--- config.mk ---
export PLATFORM = sky130hd
export DESIGN_NAME = priority_interrupt_controller_top
export DESIGN_NICKNAME = d
export VERILOG_FILES = /design/src/rtl/core/pic_pkg.sv /design/src/rtl/core/pic_scan.sv /design/src/rtl/core/priority_interrupt_controller_top.sv
export SDC_FILE = /design/constraint.sdc
export NUM_CORES = 1
export LEC_CHECK = 0
export ABC_AREA = 1
export BUFFER_PORTS_ARGS = -buffer_cell sky130_fd_sc_hd__buf_2
export CAP_MARGIN = 20
export CORE_ASPECT_RATIO = 0.75
export CORE_MARGIN = 4
export CORE_UTILIZATION = 45
export DETAILED_ROUTE_END_ITERATION = 10
export SLEW_MARGIN = 20
export SYNTH_ARGS = -nofsm -noshare
export SYNTH_HDL_FRONTEND = slang
export SYNTH_HIERARCHICAL = 1
export SYNTH_SLANG_ARGS = --single-unit
--- constraint.sdc ---
create_clock -name clk_i -period 3.6 [get_ports clk_i]
set_clock_uncertainty 0.15 [all_clocks]
set_input_delay 0.54 -clock clk_i [delete_from_list [all_inputs] [get_ports clk_i]]
set_output_delay 0.54 -clock clk_i [all_outputs]
set_load 0.005 [all_outputs]
--- src/rtl/core/pic_pkg.sv ---
`timescale 1ns / 1ps
// Shared types and constants for the priority interrupt controller.
// No dependencies; imported by pic_scan and priority_interrupt_controller_top.
package pic_pkg;

  // Fixed field geometry
  localparam int unsigned MAX_SOURCES = 8;
  localparam int unsigned SRC_W       = 3;
  localparam int unsigned PRIO_BITS   = 4;
  localparam int unsigned VEC_W       = 8;
  localparam int unsigned PRIO_WORD_W = 32;
  localparam int unsigned CFG_IDX_W   = 3;

  // Request codes carried by req_type
  typedef enum logic [1:0] {
    REQ_RAISE    = 2'd0,
    REQ_CLEAR    = 2'd1,
    REQ_DISPATCH = 2'd2,
    REQ_NOP      = 2'd3
  } req_type_e;

  // Configuration register indexes
  typedef enum logic [CFG_IDX_W-1:0] {
    CFG_ENABLE  = 3'd0,
    CFG_MASK    = 3'd1,
    CFG_PRIO    = 3'd2,
    CFG_HANDLER = 3'd3
  } cfg_reg_e;

  // Top-level sequencer states
  typedef enum logic [1:0] {
    ST_IDLE,
    ST_SCAN,
    ST_EMIT
  } ctrl_state_e;

  // Outcome of one priority scan
  typedef struct packed {
    logic             hit;
    logic [SRC_W-1:0] chosen;
  } scan_res_t;

endpackage

--- src/rtl/core/pic_scan.sv ---
`timescale 1ns / 1ps
// Iterative priority scanner: walks the sources one per cycle with a single
// 4-bit compare and keeps the best candidate. Depends on pic_pkg.
module pic_scan #(
  parameter int unsigned SOURCE_COUNT = 8
) (
  input  logic                               clk_i,
  input  logic                               rst_ni,
  input  logic                               start_i,
  input  logic [pic_pkg::VEC_W-1:0]          active_i,
  input  logic [pic_pkg::PRIO_WORD_W-1:0]    prio_word_i,
  input  logic [pic_pkg::VEC_W-1:0]          handler_i,
  output logic                               done_o,
  output pic_pkg::scan_res_t                 res_o
);
  import pic_pkg::*;

  localparam logic [SRC_W-1:0] LastIdx = SRC_W'(SOURCE_COUNT - 1);

  logic                 busy_q, busy_d;
  logic                 done_q, done_d;
  logic [SRC_W-1:0]     idx_q, idx_d;
  logic                 found_q, found_d;
  logic [SRC_W-1:0]     best_q, best_d;
  logic [PRIO_BITS-1:0] best_prio_q, best_prio_d;
  logic [PRIO_BITS-1:0] cur_prio;
  logic                 take;
  logic                 last;
  scan_res_t            res_q, res_d;

  // Priority field of the source under the cursor
  assign cur_prio = prio_word_i[idx_q*PRIO_BITS +: PRIO_BITS];
  // Later index wins on equal priority, hence >=
  assign take = active_i[idx_q] && (!found_q || (cur_prio >= best_prio_q));
  assign last = busy_q && (idx_q == LastIdx);

  // Step logic
  always_comb begin
    busy_d      = busy_q;
    idx_d       = idx_q;
    found_d     = found_q;
    best_d      = best_q;
    best_prio_d = best_prio_q;
    done_d      = 1'b0;
    if (start_i) begin
      busy_d  = 1'b1;
      idx_d   = '0;
      found_d = 1'b0;
    end else if (busy_q) begin
      if (take) begin
        found_d     = 1'b1;
        best_d      = idx_q;
        best_prio_d = cur_prio;
      end
      if (last) begin
        busy_d = 1'b0;
        done_d = 1'b1;
      end else begin
        idx_d = idx_q + SRC_W'(1);
      end
    end
  end

  // Handler check on the final pick
  always_comb begin
    res_d        = res_q;
    if (last) begin
      res_d.hit    = found_d && handler_i[best_d];
      res_d.chosen = res_d.hit ? best_d : '0;
    end
  end

  // Control registers
  always_ff @(posedge clk_i or negedge rst_ni) begin
    if (!rst_ni) begin
      busy_q  <= 1'b0;
      done_q  <= 1'b0;
      idx_q   <= '0;
      found_q <= 1'b0;
    end else begin
      busy_q  <= busy_d;
      done_q  <= done_d;
      idx_q   <= idx_d;
      found_q <= found_d;
    end
  end

  // Candidate and result registers
  always_ff @(posedge clk_i) begin
    best_q      <= best_d;
    best_prio_q <= best_prio_d;
    res_q       <= res_d;
  end

  assign done_o = done_q;
  assign res_o  = res_q;

endmodule

--- src/rtl/core/priority_interrupt_controller_top.sv ---
`timescale 1ns / 1ps
// Top level of the priority interrupt controller: pending bits, config
// registers, request sequencer and output register. Uses pic_pkg, pic_scan.
//
// Usage:
//  - Request channel (in_valid_i / in_stall_o) carries req_type and
//    source_index; a beat is taken when valid is high and stall is low.
//  - Result channel (out_valid_o / out_stall_i) returns one beat per request:
//    dispatched, chosen_source and the pending bits after the request.
//  - Config channel (cfg_valid_i / cfg_ready_o) writes enable, mask, priority
//    and handler registers; always ready. Unknown indexes are dropped.
//  - Raise, clear and no-op requests skip the scanner and go straight to the
//    emit state; the next request is taken once the sequencer is idle again.
//  - Dispatch: one source is compared per cycle in the shared scanner, so the
//    result is ready only after the scanner has walked all SOURCE_COUNT
//    sources, and no new request is taken while the scan runs.
//  - One request in flight at a time; the next is accepted once the result
//    has moved into the output register, even if that beat still waits.
//  - If the receiver stalls, the output register holds its beat and the next
//    finished result waits in the sequencer; requests stall behind it.
//  - Reset clears pending bits and all config registers; no sweep is needed.
module priority_interrupt_controller_top #(
  parameter int unsigned SOURCE_COUNT = 8
) (
  input  logic                              clk_i,
  input  logic                              rst_ni,
  // request channel
  input  logic                              in_valid_i,
  output logic                              in_stall_o,
  input  logic [1:0]                        req_type_i,
  input  logic [7:0]                        source_index_i,
  // result channel
  output logic                              out_valid_o,
  input  logic                              out_stall_i,
  output logic                              dispatched_o,
  output logic [2:0]                        chosen_source_o,
  output logic [7:0]                        pending_now_o,
  // config channel
  input  logic                              cfg_valid_i,
  output logic                              cfg_ready_o,
  input  logic [pic_pkg::CFG_IDX_W-1:0]     cfg_index_i,
  input  logic [pic_pkg::PRIO_WORD_W-1:0]   cfg_data_i
);
  import pic_pkg::*;

  localparam logic [7:0] SrcLimit = 8'(SOURCE_COUNT);

  ctrl_state_e          state_q, state_d;
  logic [VEC_W-1:0]     pending_q, pending_d;
  logic [VEC_W-1:0]     enable_q;
  logic [VEC_W-1:0]     mask_q;
  logic [PRIO_WORD_W-1:0] prio_q;
  logic [VEC_W-1:0]     handler_q;
  scan_res_t            res_q, res_d;
  logic                 out_valid_q, out_valid_d;
  logic                 out_hit_q;
  logic [SRC_W-1:0]     out_chosen_q;
  logic [VEC_W-1:0]     out_pending_q;
  logic                 in_take;
  logic                 out_free;
  logic                 out_load;
  logic                 scan_start;
  logic                 scan_done;
  scan_res_t            scan_res;
  logic [VEC_W-1:0]     active;
  logic                 src_ok;
  req_type_e            req;

  assign req      = req_type_e'(req_type_i);
  assign src_ok   = source_index_i < SrcLimit;
  assign out_free = !out_valid_q || !out_stall_i;
  assign active   = pending_q & enable_q & ~mask_q;

  // Next state
  always_comb begin
    state_d = state_q;
    unique case (state_q)
      ST_IDLE: begin
        if (in_valid_i) begin
          state_d = (req == REQ_DISPATCH) ? ST_SCAN : ST_EMIT;
        end
      end
      ST_SCAN: begin
        if (scan_done) begin
          state_d = ST_EMIT;
        end
      end
      ST_EMIT: begin
        if (out_free) begin
          state_d = ST_IDLE;
        end
      end
      default: state_d = ST_IDLE;
    endcase
  end

  // Sequencer outputs
  always_comb begin
    in_stall_o = 1'b1;
    scan_start = 1'b0;
    out_load   = 1'b0;
    unique case (state_q)
      ST_IDLE: begin
        in_stall_o = 1'b0;
        scan_start = in_valid_i && (req == REQ_DISPATCH);
      end
      ST_SCAN: ;
      ST_EMIT: out_load = out_free;
      default: ;
    endcase
  end

  assign in_take = in_valid_i && !in_stall_o;

  // Pending update on raise and clear
  always_comb begin
    pending_d = pending_q;
    if (in_take && src_ok) begin
      if (req == REQ_RAISE) begin
        pending_d[source_index_i[SRC_W-1:0]] = 1'b1;
      end else if (req == REQ_CLEAR) begin
        pending_d[source_index_i[SRC_W-1:0]] = 1'b0;
      end
    end
  end

  // Held result of the current request
  always_comb begin
    res_d = res_q;
    if (in_take) begin
      res_d = '0;
    end else if (scan_done) begin
      res_d = scan_res;
    end
  end

  // Output register handshake
  always_comb begin
    out_valid_d = out_valid_q;
    if (out_load) begin
      out_valid_d = 1'b1;
    end else if (!out_stall_i) begin
      out_valid_d = 1'b0;
    end
  end

  pic_scan #(
    .SOURCE_COUNT(SOURCE_COUNT)
  ) u_scan (
    .clk_i      (clk_i),
    .rst_ni     (rst_ni),
    .start_i    (scan_start),
    .active_i   (active),
    .prio_word_i(prio_q),
    .handler_i  (handler_q),
    .done_o     (scan_done),
    .res_o      (scan_res)
  );

  // Control and state registers
  always_ff @(posedge clk_i or negedge rst_ni) begin
    if (!rst_ni) begin
      state_q     <= ST_IDLE;
      pending_q   <= '0;
      out_valid_q <= 1'b0;
    end else begin
      state_q     <= state_d;
      pending_q   <= pending_d;
      out_valid_q <= out_valid_d;
    end
  end

  // Configuration registers
  always_ff @(posedge clk_i or negedge rst_ni) begin
    if (!rst_ni) begin
      enable_q  <= '0;
      mask_q    <= '0;
      prio_q    <= '0;
      handler_q <= '0;
    end else if (cfg_valid_i && cfg_ready_o) begin
      unique case (cfg_reg_e'(cfg_index_i))
        CFG_ENABLE:  enable_q  <= cfg_data_i[VEC_W-1:0];
        CFG_MASK:    mask_q    <= cfg_data_i[VEC_W-1:0];
        CFG_PRIO:    prio_q    <= cfg_data_i;
        CFG_HANDLER: handler_q <= cfg_data_i[VEC_W-1:0];
        default: ;
      endcase
    end
  end

  // Payload registers
  always_ff @(posedge clk_i) begin
    res_q <= res_d;
    if (out_load) begin
      out_hit_q     <= res_q.hit;
      out_chosen_q  <= res_q.chosen;
      out_pending_q <= pending_q;
    end
  end

  assign cfg_ready_o     = 1'b1;
  assign out_valid_o     = out_valid_q;
  assign dispatched_o    = out_hit_q;
  assign chosen_source_o = out_chosen_q;
  assign pending_now_o   = out_pending_q;

endmodule
---- Yosys cells after proc, flatten, opt, wreduce, memory -nomap -nowiden ----
Index checks and enable logic that the tools add are counted.
operators by class
  add/subtract/negate cells ............... 1
  $mul .................................... 0
  div/mod/pow operators ................... 0
  magnitude comparators ................... 6
  eq/ne operators ......................... 13
  shift-type cells ........................ 1
  mux-type cells .......................... 33
  bitwise operators ....................... 7
  reduce and logical (&&, ||, !) cells .... 25
operator list
  kind                                                                           count
  32-bit by 6-bit variable part select with 4-bit output                         1
  8-bit bitwise AND                                                              3
  3-bit 2-to-1 mux                                                               6
  1-bit 2-to-1 mux                                                               17
  8-bit 2-to-1 mux                                                               2
  8-bit inverter                                                                 2
  3-bit by 4-bit less-than comparator with 1-bit output (second input constant)  3
  2-bit AND reduction                                                            6
  8-bit by 4-bit less-than comparator with 1-bit output (second input constant)  1
  2-bit 2-to-1 mux                                                               4
  8-bit OR                                                                       1
  1-bit logical AND                                                              7
  1-bit binary-select mux with 3-bit select                                      2
  3-bit by 2-bit == test with 1-bit output (second input constant)               2
  2-bit != test (second input constant)                                          3
  2-bit case mux with 3 select lines                                             1
  3-bit AND reduction                                                            2
  2-bit by 1-bit == test with 1-bit output (second input constant)               2
  2-bit == test (second input constant)                                          2
  4-bit >= comparator                                                            1
  2-bit logical NOT                                                              2
  2-bit by 1-bit != test with 1-bit output (second input constant)               2
  2-bit nonzero test                                                             2
  3-bit by 1-bit adder with 3-bit output (second input constant)                 1
  other kinds (8)                                                                11
storage, ports and cells
  flip-flop bits (word level) ............. 100
  bits in latches ......................... 0
  memory bits (writable) .................. 0
  memory bits (read-only) ................. 0
  output and inout bits ................... 15
  logic and storage cells ................. 106
  memories kept ........................... 0

---- Logic depth before layout (Yosys ltp) ----
  word-level depth ........................ 11
  gate-level depth with buffers ........... 22
  depth with buffers taken out ............ 21

---- Modules after synthesis ----
Netlist, hierarchy kept.
by module, submodules not included
  module                             times used  cells each  area each (um2)
  priority_interrupt_controller_top  1           371         3524.6
  pic_scan                           1           186         1320.0

---- Least setup slack after synthesis ----
Ideal clock, no wire load.
  path type ............................... flip-flop to flip-flop
  start point ............................. register u_scan.idx_q[0]
  end point ............................... register u_scan.res_q, in the netlist u_scan/res_o[1], data pin
  data arrival time ....................... 2.668 ns
  setup slack ............................. 0.525 ns
  cell stages (with the launch flop) ...... 20
  path buffers ............................ 2
  period minus slack after synthesis ...... 3.075 ns
  cell sequence ........................... dfrtp_1 > inv_2 > clkbuf_1 > clkbuf_1 > nor2_1 > o22ai_1 > nor2_1 > a31oi_1 > ha_1 > nand2_1 > nor3b_1 > a21oi_2 > nand2_8 > inv_2 > nor2_2 > nor2_4 > inv_1 > nand3_2 > nand3_2 > nor2_1
on the way
  cells in the longest elaborated chain, start to end .. 10
  elaborated cells between the ends (all ways) .. 15
  those cells by class .................... 1 x order compare; 1 x shift; 10 x mux; 3 x reduce/logical
ends and longest elaborated chain
  what                                                    line            text
  start: declaration                                      pic_scan.sv:22  logic [SRC_W-1:0] idx_q, idx_d;
  start signal: assignment                                pic_scan.sv:83  idx_q <= idx_d;
  32-bit by 6-bit variable part select with 4-bit output  pic_scan.sv:32  assign cur_prio = prio_word_i[idx_q*PRIO_BITS +: PRIO_BITS];
  named net u_scan.cur_prio[3]                            pic_scan.sv:26  logic [PRIO_BITS-1:0] cur_prio;
  4-bit >= comparator                                     pic_scan.sv:34  assign take = active_i[idx_q] && (!found_q || (cur_prio >= best_prio_q));
  1-bit logical OR                                        pic_scan.sv:34
  1-bit logical AND                                       pic_scan.sv:34
  3-bit 2-to-1 mux                                        pic_scan.sv:50  if (take) begin
  3-bit 2-to-1 mux                                        pic_scan.sv:49  end else if (busy_q) begin
  3-bit 2-to-1 mux                                        pic_scan.sv:45  if (start_i) begin
  named net u_scan.best_d[2]                              pic_scan.sv:24  logic [SRC_W-1:0] best_q, best_d;
  1-bit binary-select mux with 3-bit select               pic_scan.sv:68  res_d.hit = found_d && handler_i[best_d];
  1-bit 2-to-1 mux (implied by the code)                  pic_scan.sv:68
  1-bit logical AND                                       pic_scan.sv:68
  end signal: assignment                                  pic_scan.sv:92  res_q <= res_d;
  end: declaration                                        pic_scan.sv:29  scan_res_t res_q, res_d;
The timed path passes the listed nets, and every way through them passes these cells. The select of a mux whose other input is x is not followed.
A chain may end at the register's enable or synchronous reset.

---- Worst setup path after layout ----
Same ends and word-level chain as after synthesis.

==> flow_summary_export.csv <==
group,metric,value,unit
global_route,grt-ovfl-total,0,
critical_path,slowest_delay,0.46,ns
power,p_leak,2.78,nW
synth,ys_warn_count,6,
clock_network,clk_pin_slew,0.07,ns
critical_path,end_kind,"flop",
synth,yosysSeqAreaShare,0.530,
sta,fin_crit,3.27,ns
synth,synth_edf_count,20,
routing,final_antenna_net_count,0,
global_route,grt_start_max_net_pins,41,
synth,ys_async_sr_fraction,0.730,
placed_design,portBuffers,63,
critical_path,path_cells,"inv_2 -> o21ai_0 -> o22ai_1 -> nand2_1 -> o21ai_1 -> inv_1 -> ha_1 -> inv_1 -> nand2_1 -> nand2_1 -> nand2_1 -> nand2_1 -> a21oi_2 -> nand2_8 -> inv_2 -> nor2_2 -> nor2_4 -> nand3_2 -> nand3_2 -> nor2_1",
die,start_util,0.465,
synth,synthCells,557,
worst_hold_path,hp-class,"primary input to asynchronous set/reset pin",
sta,hold_viol_final,0,
power,internal_power,2.49,mW
job,cap_violations,0,
routing,wl_per_cell,13.8,um
synth,yosys-top-cells-count,"nand2_1 (141), dfrtp_1 (73), inv_1 (67), nor2_1 (53), nand3_1 (48)",
routing,drt_first_pass_iters,5,
synth,synth_cell_types,35,
clock_network,cts_resized,0,
clock_network,clock_latency,0.35,ns
die,fp.dieH,97.9,um
critical_path,critPathTopFamily,"simple AND/OR/NAND/NOR gates",
layout,drive_gt1_frac,0.216,
sta,rsz0062_at_grt,"no",
routing,vias_per_cell,4.96,
sta,finalSetupTns,0,ns
power,power_frac_clock,0.241,
critical_path,path_buf_inv,4,
clock_network,tritoncts,"built",
routing,num_vias,3755,
die,rows,32,
layout,antennaDiodeCount,0,
critical_path,ff2ff_setup_slack,0.33,ns
synth,synth_most_common_cell,"nand2_1",
power,power_density,721,nW/um2
clock_network,root_buffer,"clkbuf_16",
power,vdd_drop_max,0.340,mV
die,die_area,12500,um2
synth,yosys.area.top_type_share,0.377,
synth,syn_area_per_cell,8.70,um2
clock_network,cts_hold_buf,0,
sta,final.period_utilization,0.908,
sta,tightestPinTransition,0.700,ns
critical_path,worstSetupStartpointType,"flop",
routing,wirelength,10400,um
critical_path,cp_slowest_cell,"dfrtp_1",
power,p_comb_frac,0.357,
power,p_sw,1.48,mW
placed_design,pre_cts_slack,0.354,ns
layout,nFillCells,990,
clock_network,cts_made_buffers,9,
synth,synth_seq_cells,100,
global_route,grt_pass1_wl,17400,um
critical_path,timing.rr.end,"u_scan/res_o[1]",
power,p_seq_frac,0.402,
critical_path,crit_type,"flop to flop",
clock_network,postCtsSetupRepairBufs,0,
critical_path,rr_startpoint,"u_scan/idx_q[0]",
synth,synth_nets,613,
layout,area_growth,13.7,%
sta,slew_viol_final,0,
synth,syn_area,4840,um2
synth,synth_top_area_cell,"dfrtp_1",
die,core,10400,um2
placed_design,place.detailed.hpwl,7690,um
sta,setup_violations,0,
global_route,antenna_found_initial,0,
critical_path,crit_fanout,23,
die,die_x,128,um
clock_network,cts_buffer_depth,2,
critical_path,critPathRequiredTime,3.55,ns
sta,setup_ws,0.331,ns
outcome,outcome,"completed",
routing,drc,0,
global_route,grt_usage,0.174,
critical_path,cp.arrival,3.22,ns
global_route,grt_pass1_vias,3553,
die,ios,65,
sta,slew_headroom,0.533,
critical_path,r2r_cells,20,
sta,fmax,0.306,GHz
power,swShare,0.374,
synth,synth_area_leaders,"dfrtp_1 (38%), edfxtp_1 (12%), nand2_1 (11%)",
routing,drtIter0Drc,255,
clock_network,h-tree-depth,3,
layout,nets,672,
clock_network,clock_sinks,100,
critical_path,path_common_cell,"nand2_1",
placed_design,gp_congestion,0.832,
synth,synth_ff_type,"dfrtp_1",
==> metal layers <==
layer  vias up  GRT usage  wire (um)
met5         -          0          0
met4         0     0.0595        144
met3        13     0.0394        494
met2        83      0.238       4430
met1      1763      0.272       5340
li1       1896          -          -
==> how the worst max path moves through the flow <==
stage	slack, ns	from	depth (start not counted)	to
2_1_floorplan	0.52	u_scan/idx_q[0]	19	u_scan/res_o[1]
3_5_place_dp	0.35	u_scan/idx_q[0]	20	u_scan/res_o[1]
3_3_place_gp	0.48	u_scan/idx_q[0]	20	u_scan/res_o[1]
4_1_cts	0.34	u_scan/idx_q[0]	20	u_scan/res_o[1]
6_report	0.33	u_scan/idx_q[0]	20	u_scan/res_o[1]
5_1_grt	0.03	u_scan/idx_q[0]	20	u_scan/res_o[0]
==> cell families (layout without fill, tap and decap cells) <==
kind of cell	count (synthesis)	in the layout	synth area share
and+or+nand+nor	281	281	0.272
DFF	100	100	0.530
buffers and inverters	96	160	0.0904
AOI/OAI and AO/OA	69	69	0.0819
adders and majority gates	6	6	0.0155
muxes	4	4	0.00930
other	1	1	0.000774
==> placed cells by master (no fill, tap or decap), types with 2 or more instances in the layout <==
master     instances
nand2_1          141
dfrtp_1           73
inv_1             67
buf_2             63
nor2_1            52
nand3_1           48
o21ai_1           27
o21ai_0           22
edfxtp_1          20
inv_2             10
o21ai_2           10
nand2_2            9
clkbuf_16          9
nand4_1            8
dfxtp_1            7
ha_1               6
o22ai_1            5
nand3_2            5
nor2_2             4
mux2_2             4
buf_4              4
nor2_4             3
clkinv_4           3
clkinv_1           3
a31oi_1            3
nand3_4            2
nor3_1             2
nand2_4            2
==> sequential cells by signal, summed over array words and instances, names as in the netlist, named ones only <==
signal / count
u_scan/done_o: 1
enable_q: 8
pending_now_o: 8
handler_q: 8
u_scan/idx_q: 3
u_scan/best_q: 3
u_scan/found_q: 1
prio_q: 32
u_scan/busy_q: 1
chosen_source_o: 3
u_scan/res_o: 4
out_valid_o: 1
mask_q: 8
res_q: 4
u_scan/best_prio_q: 4
state_q: 2
dispatched_o: 1
==> layout make-up <==
type | count | area [um2] | area share
Sequential cell | 100 | 2570 | 0.466
Multi-Input combinational cell | 361 | 1840 | 0.334
Timing Repair Buffer | 67 | 345 | 0.0627
Inverter | 77 | 289 | 0.0525
Clock buffer | 9 | 225 | 0.0409
Tap cell | 136 | 170 | 0.0309
Clock inverter | 7 | 67.6 | 0.0123
==> through the flow <==
step                      total power, mW  area [um2]  cells  utilization  hold WS, ns
final                                3.97        5510    757        0.529       0.0280
after global routing                 4.27        5510    757        0.529       0.0513
after global placement               2.99        5210    741        0.501        0.260
after CTS                            4.00        5500    757        0.529       0.0271
after detailed placement             3.03        5210    741        0.501        0.270
after floorplan                      2.67        4840    557            -       0.0944
==> power by group through the flow <==
stage,registers [mW],logic (mW),clock network [mW]
floorplan,1.58,1.09,0
detailed placement,1.62,1.41,0
global placement,1.61,1.38,0
global route,1.63,1.62,1.02
CTS,1.60,1.42,0.983
finish,1.60,1.42,0.955
Note: power is estimated with default switching activity, not from simulation.
